<file path="config.mk">
export PLATFORM = sky130hd
export DESIGN_NAME = rtp_sequence_extend_loss_stats
export DESIGN_NICKNAME = d
export VERILOG_FILES = /design/src/sv/rsels_pkg.sv /design/src/sv/rtp_sequence_extend_loss_stats.sv
export SDC_FILE = /design/constraint.sdc
export NUM_CORES = 1
export LEC_CHECK = 0
export BUFFER_PORTS_ARGS = -buffer_cell sky130_fd_sc_hd__buf_2
export CORE_ASPECT_RATIO = 0.5
export CORE_MARGIN = 3
export CORE_UTILIZATION = 40
export DETAILED_ROUTE_END_ITERATION = 10
export GPL_ROUTABILITY_DRIVEN = 1
export MAX_ROUTING_LAYER = met4
export REMOVE_ABC_BUFFERS = 1
export SETUP_SLACK_MARGIN = 0.3
export SLEW_MARGIN = 40
export SYNTH_ARGS = -nofsm -noshare
export SYNTH_HDL_FRONTEND = slang
export SYNTH_SLANG_ARGS = --single-unit
</file>
<file path="constraint.sdc">
create_clock -name i_clk -period 6.6 [get_ports i_clk]
set_input_delay 1.32 -clock i_clk [delete_from_list [all_inputs] [get_ports i_clk]]
set_output_delay 1.32 -clock i_clk [all_outputs]
set_load 0.005 [all_outputs]
</file>
<file path="src/sv/rsels_pkg.sv">
// Shared types and constants for the RTP sequence extension / loss statistics block.
// No dependencies; imported by rtp_sequence_extend_loss_stats.
package rsels_pkg;

    // request kinds (input tuser)
    typedef enum logic [1:0] {
        REQ_PACKET  = 2'd0,
        REQ_REPORT  = 2'd1,
        REQ_RESET   = 2'd2,
        REQ_ABANDON = 2'd3
    } t_req;

    // result kinds (output tuser)
    typedef enum logic [2:0] {
        ST_ACCEPTED = 3'd0,
        ST_FIRST    = 3'd1,
        ST_MISMATCH = 3'd2,
        ST_REPORT   = 3'd3,
        ST_ACK      = 3'd4
    } t_status;

    localparam int SEQ_W   = 16;
    localparam int EXT_W   = 32;
    localparam int SSRC_W  = 32;
    localparam int CNT_W   = 16;
    localparam int FRAC_W  = 8;
    localparam int CUM_W   = 24;
    localparam int ALU_W   = 34;
    localparam int IN_DW   = 64;
    localparam int OUT_DW  = 96;
    localparam int IN_UW   = 2;
    localparam int OUT_UW  = 3;

    localparam logic [CUM_W-1:0] CUM_MAX = 24'h7fffff;
    localparam logic [CUM_W-1:0] CUM_MIN = 24'h800000;

endpackage

</file>
<file path="src/sv/rtp_sequence_extend_loss_stats.sv">
// RTP receive statistics for one stream: sequence extension and loss reports.
// Depends on rsels_pkg (request/status codes, widths).
//
// Usage:
//   Input channel (s_axis_*): one request item per handshake. tuser carries the
//   request kind (packet, report, timeline reset, abandon); tdata carries the
//   sequence number, the SSRC and the abandon count.
//   Output channel (m_axis_*): exactly one result item per request. tuser holds
//   the status code, tdata the extended sequence, fraction lost, cumulative
//   loss and highest extended sequence.
//   All arithmetic runs through one shared 34-bit add/subtract unit stepped by
//   a small sequencer. A packet runs from accept to result through three
//   candidate distances, two compares and one max update; a report runs five
//   setup subtractions, a saturation compare and an 8-step restoring division;
//   reset and abandon go straight from dispatch to the result. The sequencer holds
//   one item at a time, so s_axis_tready is high only between items.
//   The result sits in an output register: the next request is accepted while
//   it waits, and the sequencer stalls at its final step only if the previous
//   result has still not been taken.
//   Synchronous active-low reset clears the statistics, the sequencer and the
//   output valid; a timeline reset request does the same to the statistics.
module rtp_sequence_extend_loss_stats (
    input  logic                          i_clk,
    input  logic                          i_rst_n,
    input  logic                          s_axis_tvalid,
    output logic                          s_axis_tready,
    // [15:0] seq_low, [47:16] stream_ssrc, [63:48] abandon_count
    input  logic [rsels_pkg::IN_DW-1:0]   s_axis_tdata,
    // [1:0] req_type
    input  logic [rsels_pkg::IN_UW-1:0]   s_axis_tuser,
    output logic                          m_axis_tvalid,
    input  logic                          m_axis_tready,
    // [31:0] extended_seq, [39:32] fraction_lost, [63:40] cumulative_lost,
    // [95:64] highest_seq
    output logic [rsels_pkg::OUT_DW-1:0]  m_axis_tdata,
    // [2:0] status
    output logic [rsels_pkg::OUT_UW-1:0]  m_axis_tuser
);
    import rsels_pkg::*;

    typedef enum logic [3:0] {
        S_IDLE,
        S_START,
        S_X_DIFF,
        S_X_ABS,
        S_X_CMP1,
        S_X_CMP2,
        S_X_MAX,
        S_R_EXP,
        S_R_IEXP,
        S_R_IREC,
        S_R_LOST,
        S_R_CUM,
        S_R_CMP,
        S_R_DIV,
        S_OUT
    } t_state;

    t_state             r_state;

    // stream statistics
    logic               r_started;
    logic [SSRC_W-1:0]  r_first_ssrc;
    logic [EXT_W-1:0]   r_high;
    logic [EXT_W-1:0]   r_base;
    logic [EXT_W-1:0]   r_recv;
    logic [EXT_W-1:0]   r_prev_exp;
    logic [EXT_W-1:0]   r_prev_rec;

    // latched request
    t_req               r_req;
    logic [SEQ_W-1:0]   r_seq;
    logic [SSRC_W-1:0]  r_ssrc;
    logic [CNT_W-1:0]   r_cnt;

    // working registers
    logic [ALU_W-1:0]   r_diff;
    logic [EXT_W-1:0]   r_dist [3];
    logic [1:0]         r_idx;
    logic               r_lt1;
    logic [EXT_W-1:0]   r_ext;
    t_status            r_status;
    logic [EXT_W-1:0]   r_exp;
    logic [EXT_W-1:0]   r_iexp;
    logic [EXT_W-1:0]   r_irec;
    logic [ALU_W-1:0]   r_lost;
    logic [CUM_W-1:0]   r_cum;
    logic [FRAC_W-1:0]  r_frac;
    logic [EXT_W-1:0]   r_rem;
    logic [2:0]         r_div_cnt;

    // output register
    logic               r_out_valid;
    t_status            r_out_status;
    logic [EXT_W-1:0]   r_out_ext;
    logic [FRAC_W-1:0]  r_out_frac;
    logic [CUM_W-1:0]   r_out_cum;
    logic [EXT_W-1:0]   r_out_high;

    // shared add/subtract unit
    logic [ALU_W-1:0]   alu_a;
    logic [ALU_W-1:0]   alu_b;
    logic               alu_inv;
    logic [1:0]         alu_cin;
    logic [ALU_W-1:0]   alu_res;
    logic               alu_neg;

    // epoch candidates around the highest sequence
    logic [SEQ_W-1:0]   top;
    logic [EXT_W-1:0]   c_cur;
    logic [EXT_W-1:0]   c_next;
    logic [EXT_W-1:0]   c_prev;
    logic [EXT_W-1:0]   c_sel;
    logic [EXT_W-1:0]   c_pick;

    logic               in_acc;
    logic               out_free;
    logic [EXT_W-1:0]   cum32;
    logic [CUM_W-1:0]   cum_sat;

    assign in_acc   = s_axis_tvalid && s_axis_tready;
    assign out_free = !r_out_valid || m_axis_tready;

    assign top    = r_high[EXT_W-1:SEQ_W];
    assign c_cur  = {top, r_seq};
    assign c_next = {top + 16'd1, r_seq};
    assign c_prev = {top - 16'd1, r_seq};

    always_comb begin
        case (r_idx)
            2'd1:    c_sel = c_next;
            2'd2:    c_sel = c_prev;
            default: c_sel = c_cur;
        endcase
    end

    // closest candidate after the second compare
    assign c_pick = r_lt1 ? (alu_neg ? c_cur : c_prev) : (alu_neg ? c_next : c_prev);

    // operand selection per sequencer step
    always_comb begin
        alu_a   = '0;
        alu_b   = '0;
        alu_inv = 1'b0;
        alu_cin = 2'd0;
        case (r_state)
            S_START: begin
                alu_a = {2'b00, r_recv};
                if (r_req == REQ_ABANDON) begin
                    alu_b   = {{(ALU_W-CNT_W){1'b0}}, r_cnt};
                    alu_inv = 1'b1;
                end
                alu_cin = 2'd1;
            end
            S_X_DIFF: begin
                alu_a   = {2'b00, c_sel};
                alu_b   = {2'b00, r_high};
                alu_inv = 1'b1;
                alu_cin = 2'd1;
            end
            S_X_ABS: begin
                alu_b   = r_diff;
                alu_inv = 1'b1;
                alu_cin = 2'd1;
            end
            S_X_CMP1: begin
                alu_a   = {2'b00, r_dist[0]};
                alu_b   = {2'b00, r_dist[1]};
                alu_inv = 1'b1;
                alu_cin = 2'd1;
            end
            S_X_CMP2: begin
                alu_a   = {2'b00, (r_lt1 ? r_dist[0] : r_dist[1])};
                alu_b   = {2'b00, r_dist[2]};
                alu_inv = 1'b1;
                alu_cin = 2'd1;
            end
            S_X_MAX: begin
                alu_a   = {2'b00, r_high};
                alu_b   = {2'b00, r_ext};
                alu_inv = 1'b1;
                alu_cin = 2'd1;
            end
            S_R_EXP: begin
                // highest - base + 1
                alu_a   = {2'b00, r_high};
                alu_b   = {2'b00, r_base};
                alu_inv = 1'b1;
                alu_cin = 2'd2;
            end
            S_R_IEXP: begin
                alu_a   = {2'b00, r_exp};
                alu_b   = {2'b00, r_prev_exp};
                alu_inv = 1'b1;
                alu_cin = 2'd1;
            end
            S_R_IREC: begin
                alu_a   = {2'b00, r_recv};
                alu_b   = {2'b00, r_prev_rec};
                alu_inv = 1'b1;
                alu_cin = 2'd1;
            end
            S_R_LOST: begin
                // unsigned interval expected minus signed interval received
                alu_a   = {2'b00, r_iexp};
                alu_b   = {{2{r_irec[EXT_W-1]}}, r_irec};
                alu_inv = 1'b1;
                alu_cin = 2'd1;
            end
            S_R_CUM: begin
                alu_a   = {2'b00, r_exp};
                alu_b   = {2'b00, r_recv};
                alu_inv = 1'b1;
                alu_cin = 2'd1;
            end
            S_R_CMP: begin
                alu_a   = r_lost;
                alu_b   = {2'b00, r_iexp};
                alu_inv = 1'b1;
                alu_cin = 2'd1;
            end
            S_R_DIV: begin
                alu_a   = {1'b0, r_rem, 1'b0};
                alu_b   = {2'b00, r_iexp};
                alu_inv = 1'b1;
                alu_cin = 2'd1;
            end
            default: begin
                alu_a = '0;
            end
        endcase
    end

    assign alu_res = alu_a + (alu_inv ? ~alu_b : alu_b) + {{(ALU_W-2){1'b0}}, alu_cin};
    assign alu_neg = alu_res[ALU_W-1];

    // cumulative loss: 32-bit wrapped difference saturated to 24 bits signed
    assign cum32 = alu_res[EXT_W-1:0];
    always_comb begin
        if (cum32[EXT_W-1] && !(&cum32[EXT_W-2:CUM_W-1])) begin
            cum_sat = CUM_MIN;
        end else if (!cum32[EXT_W-1] && (|cum32[EXT_W-2:CUM_W-1])) begin
            cum_sat = CUM_MAX;
        end else begin
            cum_sat = cum32[CUM_W-1:0];
        end
    end

    // sequencer, statistics and output register
    always_ff @(posedge i_clk) begin
        if (!i_rst_n) begin
            r_state      <= S_IDLE;
            r_started    <= 1'b0;
            r_first_ssrc <= '0;
            r_high       <= '0;
            r_base       <= '0;
            r_recv       <= '0;
            r_prev_exp   <= '0;
            r_prev_rec   <= '0;
            r_out_valid  <= 1'b0;
        end else begin
            if (r_out_valid && m_axis_tready) begin
                r_out_valid <= 1'b0;
            end
            case (r_state)
                S_IDLE: begin
                    if (in_acc) begin
                        r_req   <= t_req'(s_axis_tuser);
                        r_seq   <= s_axis_tdata[15:0];
                        r_ssrc  <= s_axis_tdata[47:16];
                        r_cnt   <= s_axis_tdata[63:48];
                        r_state <= S_START;
                    end
                end
                S_START: begin
                    r_ext  <= '0;
                    r_frac <= '0;
                    r_cum  <= '0;
                    r_idx  <= 2'd0;
                    case (r_req)
                        REQ_PACKET: begin
                            r_recv <= alu_res[EXT_W-1:0];
                            if (!r_started) begin
                                r_started    <= 1'b1;
                                r_first_ssrc <= r_ssrc;
                                r_high       <= {16'd0, r_seq};
                                r_base       <= {16'd0, r_seq};
                                r_ext        <= {16'd0, r_seq};
                                r_status     <= ST_FIRST;
                                r_state      <= S_OUT;
                            end else if (r_ssrc != r_first_ssrc) begin
                                r_status <= ST_MISMATCH;
                                r_state  <= S_OUT;
                            end else begin
                                r_state <= S_X_DIFF;
                            end
                        end
                        REQ_REPORT: begin
                            r_state <= S_R_EXP;
                        end
                        REQ_RESET: begin
                            r_started    <= 1'b0;
                            r_first_ssrc <= '0;
                            r_high       <= '0;
                            r_base       <= '0;
                            r_recv       <= '0;
                            r_prev_exp   <= '0;
                            r_prev_rec   <= '0;
                            r_status     <= ST_ACK;
                            r_state      <= S_OUT;
                        end
                        default: begin
                            r_recv   <= alu_res[EXT_W-1:0];
                            r_status <= ST_ACK;
                            r_state  <= S_OUT;
                        end
                    endcase
                end
                // candidate distance: signed difference, then magnitude
                S_X_DIFF: begin
                    r_diff  <= alu_res;
                    r_state <= S_X_ABS;
                end
                S_X_ABS: begin
                    r_dist[r_idx] <= r_diff[ALU_W-1] ? alu_res[EXT_W-1:0] : r_diff[EXT_W-1:0];
                    if (r_idx == 2'd2) begin
                        r_state <= S_X_CMP1;
                    end else begin
                        r_idx   <= r_idx + 2'd1;
                        r_state <= S_X_DIFF;
                    end
                end
                S_X_CMP1: begin
                    r_lt1   <= alu_neg;
                    r_state <= S_X_CMP2;
                end
                S_X_CMP2: begin
                    r_ext   <= c_pick;
                    r_state <= S_X_MAX;
                end
                S_X_MAX: begin
                    if (alu_neg) begin
                        r_high <= r_ext;
                    end
                    r_status <= ST_ACCEPTED;
                    r_state  <= S_OUT;
                end
                // report setup
                S_R_EXP: begin
                    r_exp   <= alu_res[EXT_W-1:0];
                    r_state <= S_R_IEXP;
                end
                S_R_IEXP: begin
                    r_iexp  <= alu_res[EXT_W-1:0];
                    r_state <= S_R_IREC;
                end
                S_R_IREC: begin
                    r_irec  <= alu_res[EXT_W-1:0];
                    r_state <= S_R_LOST;
                end
                S_R_LOST: begin
                    r_lost  <= alu_res;
                    r_state <= S_R_CUM;
                end
                S_R_CUM: begin
                    r_cum      <= cum_sat;
                    r_prev_exp <= r_exp;
                    r_prev_rec <= r_recv;
                    r_status   <= ST_REPORT;
                    r_state    <= S_R_CMP;
                end
                // no loss, full saturation, or divide
                S_R_CMP: begin
                    if (r_lost[ALU_W-1] || r_lost == '0 || r_iexp == '0) begin
                        r_state <= S_OUT;
                    end else if (!alu_neg) begin
                        r_frac  <= '1;
                        r_state <= S_OUT;
                    end else begin
                        r_rem     <= r_lost[EXT_W-1:0];
                        r_div_cnt <= 3'd0;
                        r_state   <= S_R_DIV;
                    end
                end
                // restoring division, one quotient bit a step
                S_R_DIV: begin
                    r_rem     <= alu_neg ? {r_rem[EXT_W-2:0], 1'b0} : alu_res[EXT_W-1:0];
                    r_frac    <= {r_frac[FRAC_W-2:0], !alu_neg};
                    r_div_cnt <= r_div_cnt + 3'd1;
                    if (r_div_cnt == 3'd7) begin
                        r_state <= S_OUT;
                    end
                end
                S_OUT: begin
                    if (out_free) begin
                        r_out_valid  <= 1'b1;
                        r_out_status <= r_status;
                        r_out_ext    <= r_ext;
                        r_out_frac   <= r_frac;
                        r_out_cum    <= r_cum;
                        r_out_high   <= r_high;
                        r_state      <= S_IDLE;
                    end
                end
                default: begin
                    r_state <= S_IDLE;
                end
            endcase
        end
    end

    assign s_axis_tready = (r_state == S_IDLE);
    assign m_axis_tvalid = r_out_valid;
    assign m_axis_tdata  = {r_out_high, r_out_cum, r_out_frac, r_out_ext};
    assign m_axis_tuser  = r_out_status;

    // an accepted item always starts the sequencer
    a_accept_starts: assert property (@(posedge i_clk) disable iff (!i_rst_n)
        in_acc |=> (r_state == S_START))
        else $error("accepted item did not start the sequencer");

    // division only runs with a nonzero divisor and a remainder below it
    a_div_bounds: assert property (@(posedge i_clk) disable iff (!i_rst_n)
        (r_state == S_R_DIV) |-> (r_iexp != '0 && r_rem < r_iexp))
        else $error("division remainder out of range");

    // highest sequence changes only at dispatch or the max step
    a_high_stable: assert property (@(posedge i_clk) disable iff (!i_rst_n)
        (r_state != S_START && r_state != S_X_MAX) |=> $stable(r_high))
        else $error("highest sequence changed outside its update steps");

    // a result is loaded only when the output register is free
    a_out_load: assert property (@(posedge i_clk) disable iff (!i_rst_n)
        (r_state == S_OUT && r_out_valid && !m_axis_tready) |=> (r_state == S_OUT))
        else $error("result overwritten while output stalled");

endmodule
</file>
Word-level counts from Yosys, hierarchy flattened. Memory sizes are Yosys's and may differ from the RTL's. Index checks and enable logic that the tools add are counted.

Register bits: 632. Memory bits (writable): 96. Input bits: 70. Output and inout bits: 101. Word-level logic and storage cells: 188. Memories kept: 1.

$add $sub $neg: 6. Equal/unequal tests: 35. Muxes and demuxes: 62. Bitwise operators: 2. Reduce and logical (&&, ||, !) cells: 51.

Memory list: r_dist (words 3, width 32, read ports 3, clocked after Yosys merged registers in 0, wr ports 1, line rtp_sequence_extend_loss_stats.sv:78) `logic [EXT_W-1:0] r_dist [3];`.

Operator list (count): case mux 32 bit (2 select lines) (9); case mux 34 bit (12 select lines) (1); 2-to-1 mux 32 bit (12); case mux 34 bit (9 select lines) (1); case mux 4 bit (15 select lines) (1); 2-to-1 mux 16 bit (3); 2-to-1 mux 24 bit (2); case mux 24 bit (2 select lines) (1); adder 34 x 2 -> 34 bit (1); adder 34 bit (1); logical NOT 34 bit (1); 2-to-1 mux 34 bit (1); inverter 34 bit (1); logical NOT 32 bit (1); inequality test 32 bit (1); == test 4 bit (second input constant) (7); case mux 8 bit (3 select lines) (1); OR reduction 12 bit (2); AND reduction 2 bit (11); 2-to-1 mux 4 bit (5); inequality test 2 bit (second input constant) (9); adder 16 x 1 -> 16 bit (second input constant) (1); == test 4 x 3 -> 1 bit (second input constant) (4); 2-to-1 mux 8 bit (2); 33 further kinds (77).

Logic depth before layout (Yosys ltp).
Depth after elaboration: 12. Mapped depth: 24. Gate-level depth less buffers: 21.

Worst setup path before layout. No wires, ideal clock.

Kind: register to register. Start point: register r_state[1]. End point: register r_div_cnt[0], enable pin. Setup time: 0.439 ns. Arrival time: 6.636 ns. Data required time: 6.161 ns. Slack: -0.474 ns. Cell stages (with the launch flop): 25. Path buffers: 6. Clock period less this slack: 7.074 ns. Cells stage by stage: dfxtp_1 -> clkbuf_2 -> clkbuf_1 -> nor2b_1 -> clkbuf_1 -> and2_1 -> clkbuf_1 -> clkbuf_1 -> a221oi_1 -> nand4_1 -> fa_1 -> inv_1 -> ha_1 -> fa_1 -> a211oi_2 -> o211ai_1 -> a22oi_2 -> a21oi_1 -> o211ai_1 -> a31o_4 -> nand2_2 -> inv_2 -> buf_2 -> nand2_1 -> a21oi_1.

Word-level cells in the longest chain between the ends: 9. Elaborated cells on any way between the ends: 31. Those cells by class: 2 x add/sub; 15 x eq/ne; 5 x mux; 1 x bitwise; 8 x reduce/logical.

Ends and longest elaborated chain: from (decl) (line rtp_sequence_extend_loss_stats.sv:59) `t_state r_state;`; from (signal assigned) (line rtp_sequence_extend_loss_stats.sv:252) `r_state <= S_IDLE;`; from (signal assigned) (line rtp_sequence_extend_loss_stats.sv:272) `r_state <= S_START;`; from (signal assigned) (line rtp_sequence_extend_loss_stats.sv:290) `r_state <= S_OUT;`; == test 4 bit (line rtp_sequence_extend_loss_stats.sv:146) `case (r_state)`; OR reduction 2 bit (no line); case mux 34 bit (12 select lines) (line rtp_sequence_extend_loss_stats.sv:146); inverter 34 bit (line rtp_sequence_extend_loss_stats.sv:234) `assign alu_res = alu_a + (alu_inv ? ~alu_b : alu_b) + {{(ALU_W-2){1'b0}}, alu_cin};`; 2-to-1 mux 34 bit (line rtp_sequence_extend_loss_stats.sv:234); adder 34 bit (line rtp_sequence_extend_loss_stats.sv:234); adder 34 x 2 -> 34 bit * (line rtp_sequence_extend_loss_stats.sv:234); via alu_res[33] (line rtp_sequence_extend_loss_stats.sv:105) `logic [ALU_W-1:0] alu_res;`; inequality test 2 bit (no line) *; AND reduction 4 bit (no line) *; to (signal assigned) (line rtp_sequence_extend_loss_stats.sv:389) `r_div_cnt <= r_div_cnt + 3'd1;`; to (decl) (line rtp_sequence_extend_loss_stats.sv:90) `logic [2:0] r_div_cnt;`.

Mark *: on every way through the listed nets, which the timed path passes. The rest lies on a longest branch. A chain may end at the register's enable or synchronous reset.

Worst setup path after layout.
Start point: register r_state[2]. End point: register r_ext[26] (data pin).

Word-level cells in the longest chain between the ends: 10. Elaborated cells on any way between the ends: 31. Those cells by class: 2 x add/sub; 13 x eq/ne; 9 x mux; 1 x bitwise; 6 x reduce/logical.

Ends and longest elaborated chain: == test 4 bit (line rtp_sequence_extend_loss_stats.sv:146); OR reduction 2 bit (no line); case mux 34 bit (12 select lines) (line rtp_sequence_extend_loss_stats.sv:146); inverter 34 bit (line rtp_sequence_extend_loss_stats.sv:234); 2-to-1 mux 34 bit (line rtp_sequence_extend_loss_stats.sv:234); adder 34 bit (line rtp_sequence_extend_loss_stats.sv:234); adder 34 x 2 -> 34 bit (line rtp_sequence_extend_loss_stats.sv:234); 2-to-1 mux 32 bit (2 in series) (line rtp_sequence_extend_loss_stats.sv:138) `assign c_pick = r_lt1 ? (alu_neg ? c_cur : c_prev) : (alu_neg ? c_next : c_prev);`; case mux 32 bit (2 select lines) * (line rtp_sequence_extend_loss_stats.sv:265) `case (r_state)`; to (signal assigned) (line rtp_sequence_extend_loss_stats.sv:288) `r_ext <= {16'd0, r_seq};`; to (signal assigned) (line rtp_sequence_extend_loss_stats.sv:338) `r_ext <= c_pick;`; to (decl) (line rtp_sequence_extend_loss_stats.sv:81) `logic [EXT_W-1:0] r_ext;`.

Mark *: on every way between the ends. The rest lies on a longest branch, timed or not.

==> impl_metrics.csv <==
group,metric,value,unit
floorplan,die-height,206.1,µm
synthesis,netlist_area,32030,µm²
pwr,p_per_area,614.3,nW/µm²
timing,whs,0.4167,ns
detailed_routing,viasPerCell,6.367,
timing,worst_pin_slew,1.004,ns
floorplan,coreArea,78290,µm²
synthesis,synthTopCellsByArea,"edfxtp_1, dfxtp_1, a22oi_1, a21oi_1, ha_1",
synthesis,yosys.area.top_type,"edfxtp_1",
run,max_cap_viol_count,0,
pwr,power_leakage,12.69,nW
floorplan,dieWidth,406.2,µm
final_layout,syn_to_final_growth,15.20,%
worst_setup_path,cp_max_fo,33,
pwr,p_int,12.51,mW
worst_setup_path,cp.required,6.99,ns
floorplan,io-pin-count,171,
pwr,power.switching,10.15,mW
global_routing,grt_pass1_wl,164.2,mm
synthesis,synth.most_common_cell,"edfxtp_1",
floorplan,dieArea,83710,µm²
final_layout,largest_reg_flops,96,
synthesis,ys_types,94,
final_layout,layout-drive-gt1-share,18.43,%
hold_path,min_path_type,"flop to flop",
final_layout,top_register,"r_dist",
synthesis,seq_area_frac_synth,61.07,%
global_routing,antenna_found_initial,3,
timing,rsz0062_at_grt,"false",
pwr,p_clk_share,17.0,%
detailed_routing,ant_nets,0,
synthesis,synthCells,2723,
clock_tree,htreeDepth,3,
global_routing,grt_use_total,27.42,%
timing,slew_viol_final,0,
synthesis,ys_ff_latch,712,
clock_tree,clock-root-buffer,"clkbuf_16",
timing,setup_violations,0,
detailed_routing,drt_iter0_drc,4086,
worst_setup_path,cp-start-kind,"flop",
pwr,p_seq_share,31.5,%
timing,slew_headroom,33.03,%
place,port_buffers,170,
timing,fmax,164.5,MHz
place,gp_congestion,0.9939,
floorplan,fp-row-count,72,
clock_tree,clkLatencyLatePin,0.65,ns
place,placed_cells,3856,
detailed_routing,route.detailed.drc,0,
global_routing,overflow,0,
detailed_routing,routed-via-count,25372,
timing,finalHoldViolCount,0,
final_layout,fin_cells,3985,
worst_setup_path,cp-end-kind,"flop",
clock_tree,cts_buffers,69,
synthesis,synthArstFlopShare,0,%
detailed_routing,dr.pass1.iters,7,
clock_tree,clk_path_buf_depth,3,
synthesis,ys_top_cells_by_count,"edfxtp_1, nand2_1, a22oi_1, a21oi_1, nor2_1",
status,status,"finished clean",
synthesis,postSynthAreaPerCell,11.76,µm²
timing,finClkSkew,0.02691,ns
place,dp_hpwl,72.69,mm
worst_setup_path,rrSetupSlack,0.52,ns
clock_tree,hold_buffers,0,
worst_setup_path,timing_worst_setup_path_type,"flop to flop",
timing,min_period_over_period,92.09,%
global_routing,grt_max_degree,81,
worst_setup_path,cp_data_arrival_time,6.47,ns
clock_tree,cts_tree,"built",
detailed_routing,routedWlPerCell,28.26,µm
final_layout,fin_nets,3036,
synthesis,synth-main-ff-cell,"edfxtp_1",
global_routing,first_global_vias,23999,
synthesis,synth_edf_count,530,
pwr,vdd_ir_drop_max,562.2,µV
synthesis,synth_top_cell_area_share,49.69,%
floorplan,start_util,40.91,%
synthesis,ys_warn_count,0,
timing,min_period,6.078,ns
clock_tree,cts_num_sinks,712,
clock_tree,cts.clk_slew.worst_paths,0.07,ns
pwr,switching_share,44.80,%
pwr,share_comb_of_total_power,51.5,%
detailed_routing,routed_wl,112.6,mm
final_layout,reg_top3,"r_dist x96, r_diff x34, r_lost x34",
metrics by stage:
| stage | total power [mW] | instance area [µm²] | setup TNS (ns) | setup WS [ns] | utilization [%] |
|---|---|---|---|---|---|
| after CTS | 22.35 | 36800 | 0 | 0.5501 | 47.01 |
| after global placement | 18.26 | 34580 | 0 | 0.6269 | 44.17 |
| after global routing | 23.73 | 36900 | 0 | 0.3139 | 47.13 |
| after detailed placement | 18.48 | 34690 | 0 | 0.6107 | 44.32 |
| after floorplan | 13.47 | 31180 | -570.59 | -3.880 | - |
| final | 22.66 | 36900 | 0 | 0.5220 | 47.13 |
worst paths after layout:
| path | startpoint | endpoint | cells past startpoint |
|---|---|---|---|
| worst min-delay path | r_cum[21] | r_out_cum[21] | 0 |
| worst max-delay path | r_state[2] | r_ext[26] | 21 |
| worst min register to register | r_cum[21] | r_out_cum[21] | 0 |
| worst max register to register | r_state[2] | r_ext[26] | 21 |
repair_timing:
action,4_1_cts,5_1_grt
setup endpoints to repair,0,28
resized for setup,0,4
buffers inserted,0,1
final cells by class:
| class | count | area [µm²] |
|---|---|---|
| clock buffers | 96 | 1921 |
| multi-input cells | 1738 | 11630 |
| inverters | 70 | 267.8 |
| flip-flops and latches | 712 | 19560 |
| clock inverters | 28 | 190.2 |
| diodes | 3 | 7.507 |
| well taps | 1036 | 1296 |
| repair buffers | 302 | 2024 |
| fillers | 7041 | 41390 |
per-layer routing:
metal  GRT usage (%)  routed length [µm]  vias to the layer above
met2           39.44               48650                     1655
met4           8.659                3434                        0
met1           38.58               47260                    12582
met3           6.021               13280                      247
met5               -                   0                        -
li1                -                   -                    10888
cell usage in the layout, fill, tap and decap left out, drive strengths merged, types with 6 or more instances in the layout:
master / n
inv: 73
or3: 8
o211ai: 9
a31oi: 32
nor4: 35
a222oi: 65
xor2: 34
a22oi: 192
ha: 70
edfxtp: 530
a21o: 11
a211oi: 11
a21oi: 211
o22ai: 25
nor2: 187
o31ai: 6
mux2: 29
o21ai: 67
nand4: 52
and4: 19
clkinv: 20
nand2: 229
clkbuf: 96
nor3b: 17
mux2i: 8
buf: 302
and3: 16
a22o: 34
a221oi: 54
and2: 10
nor3: 52
nand3: 118
xnor2: 31
nor2b: 30
dfxtp: 182
nand2b: 9
cells by family (layout without fill, tap and decap cells):
| family | after synthesis | in the layout | share of synthesized area, % |
|---|---|---|---|
| compound gates | 761 | 761 | 16.90 |
| xor+xnor | 65 | 65 | 1.848 |
| fa+ha+maj | 73 | 73 | 2.922 |
| buf+inv | 273 | 496 | 3.481 |
| flops | 712 | 712 | 61.07 |
| mux | 37 | 37 | 1.270 |
| other cells | 0 | 3 | 0 |
| simple gates | 802 | 802 | 12.52 |
worst max-delay path, stage by stage (launching register included):
cell and delay (ns):
dfxtp_1 0.44, buf_4 0.25, nor2b_1 0.18, nor2b_2 0.19
buf_4 0.53, a222oi_1 0.23, and3_1 0.22, fa_1 0.51
inv_1 0.04, ha_1 0.22, fa_1 0.49, a211oi_2 0.26
o211ai_1 0.17, a22oi_2 0.28, a21oi_1 0.17, o211ai_1 0.18
buf_4 0.17, a31oi_2 0.32, buf_4 0.28, nor4b_1 0.38
o21ai_0 0.12, nor3b_1 0.16
power by group through the flow:
| stage | Clock (mW) | Sequential (mW) | Combinational, mW |
|---|---|---|---|
| after detailed placement | 0 | 7.21 | 11.3 |
| after CTS | 3.91 | 7.12 | 11.3 |
| after floorplan | 0 | 7.07 | 6.40 |
| after global placement | 0 | 7.21 | 11.1 |
| after global routing | 4.08 | 7.17 | 12.5 |
| final | 3.85 | 7.13 | 11.7 |
No activity file was read; power rests on OpenSTA's default activity.
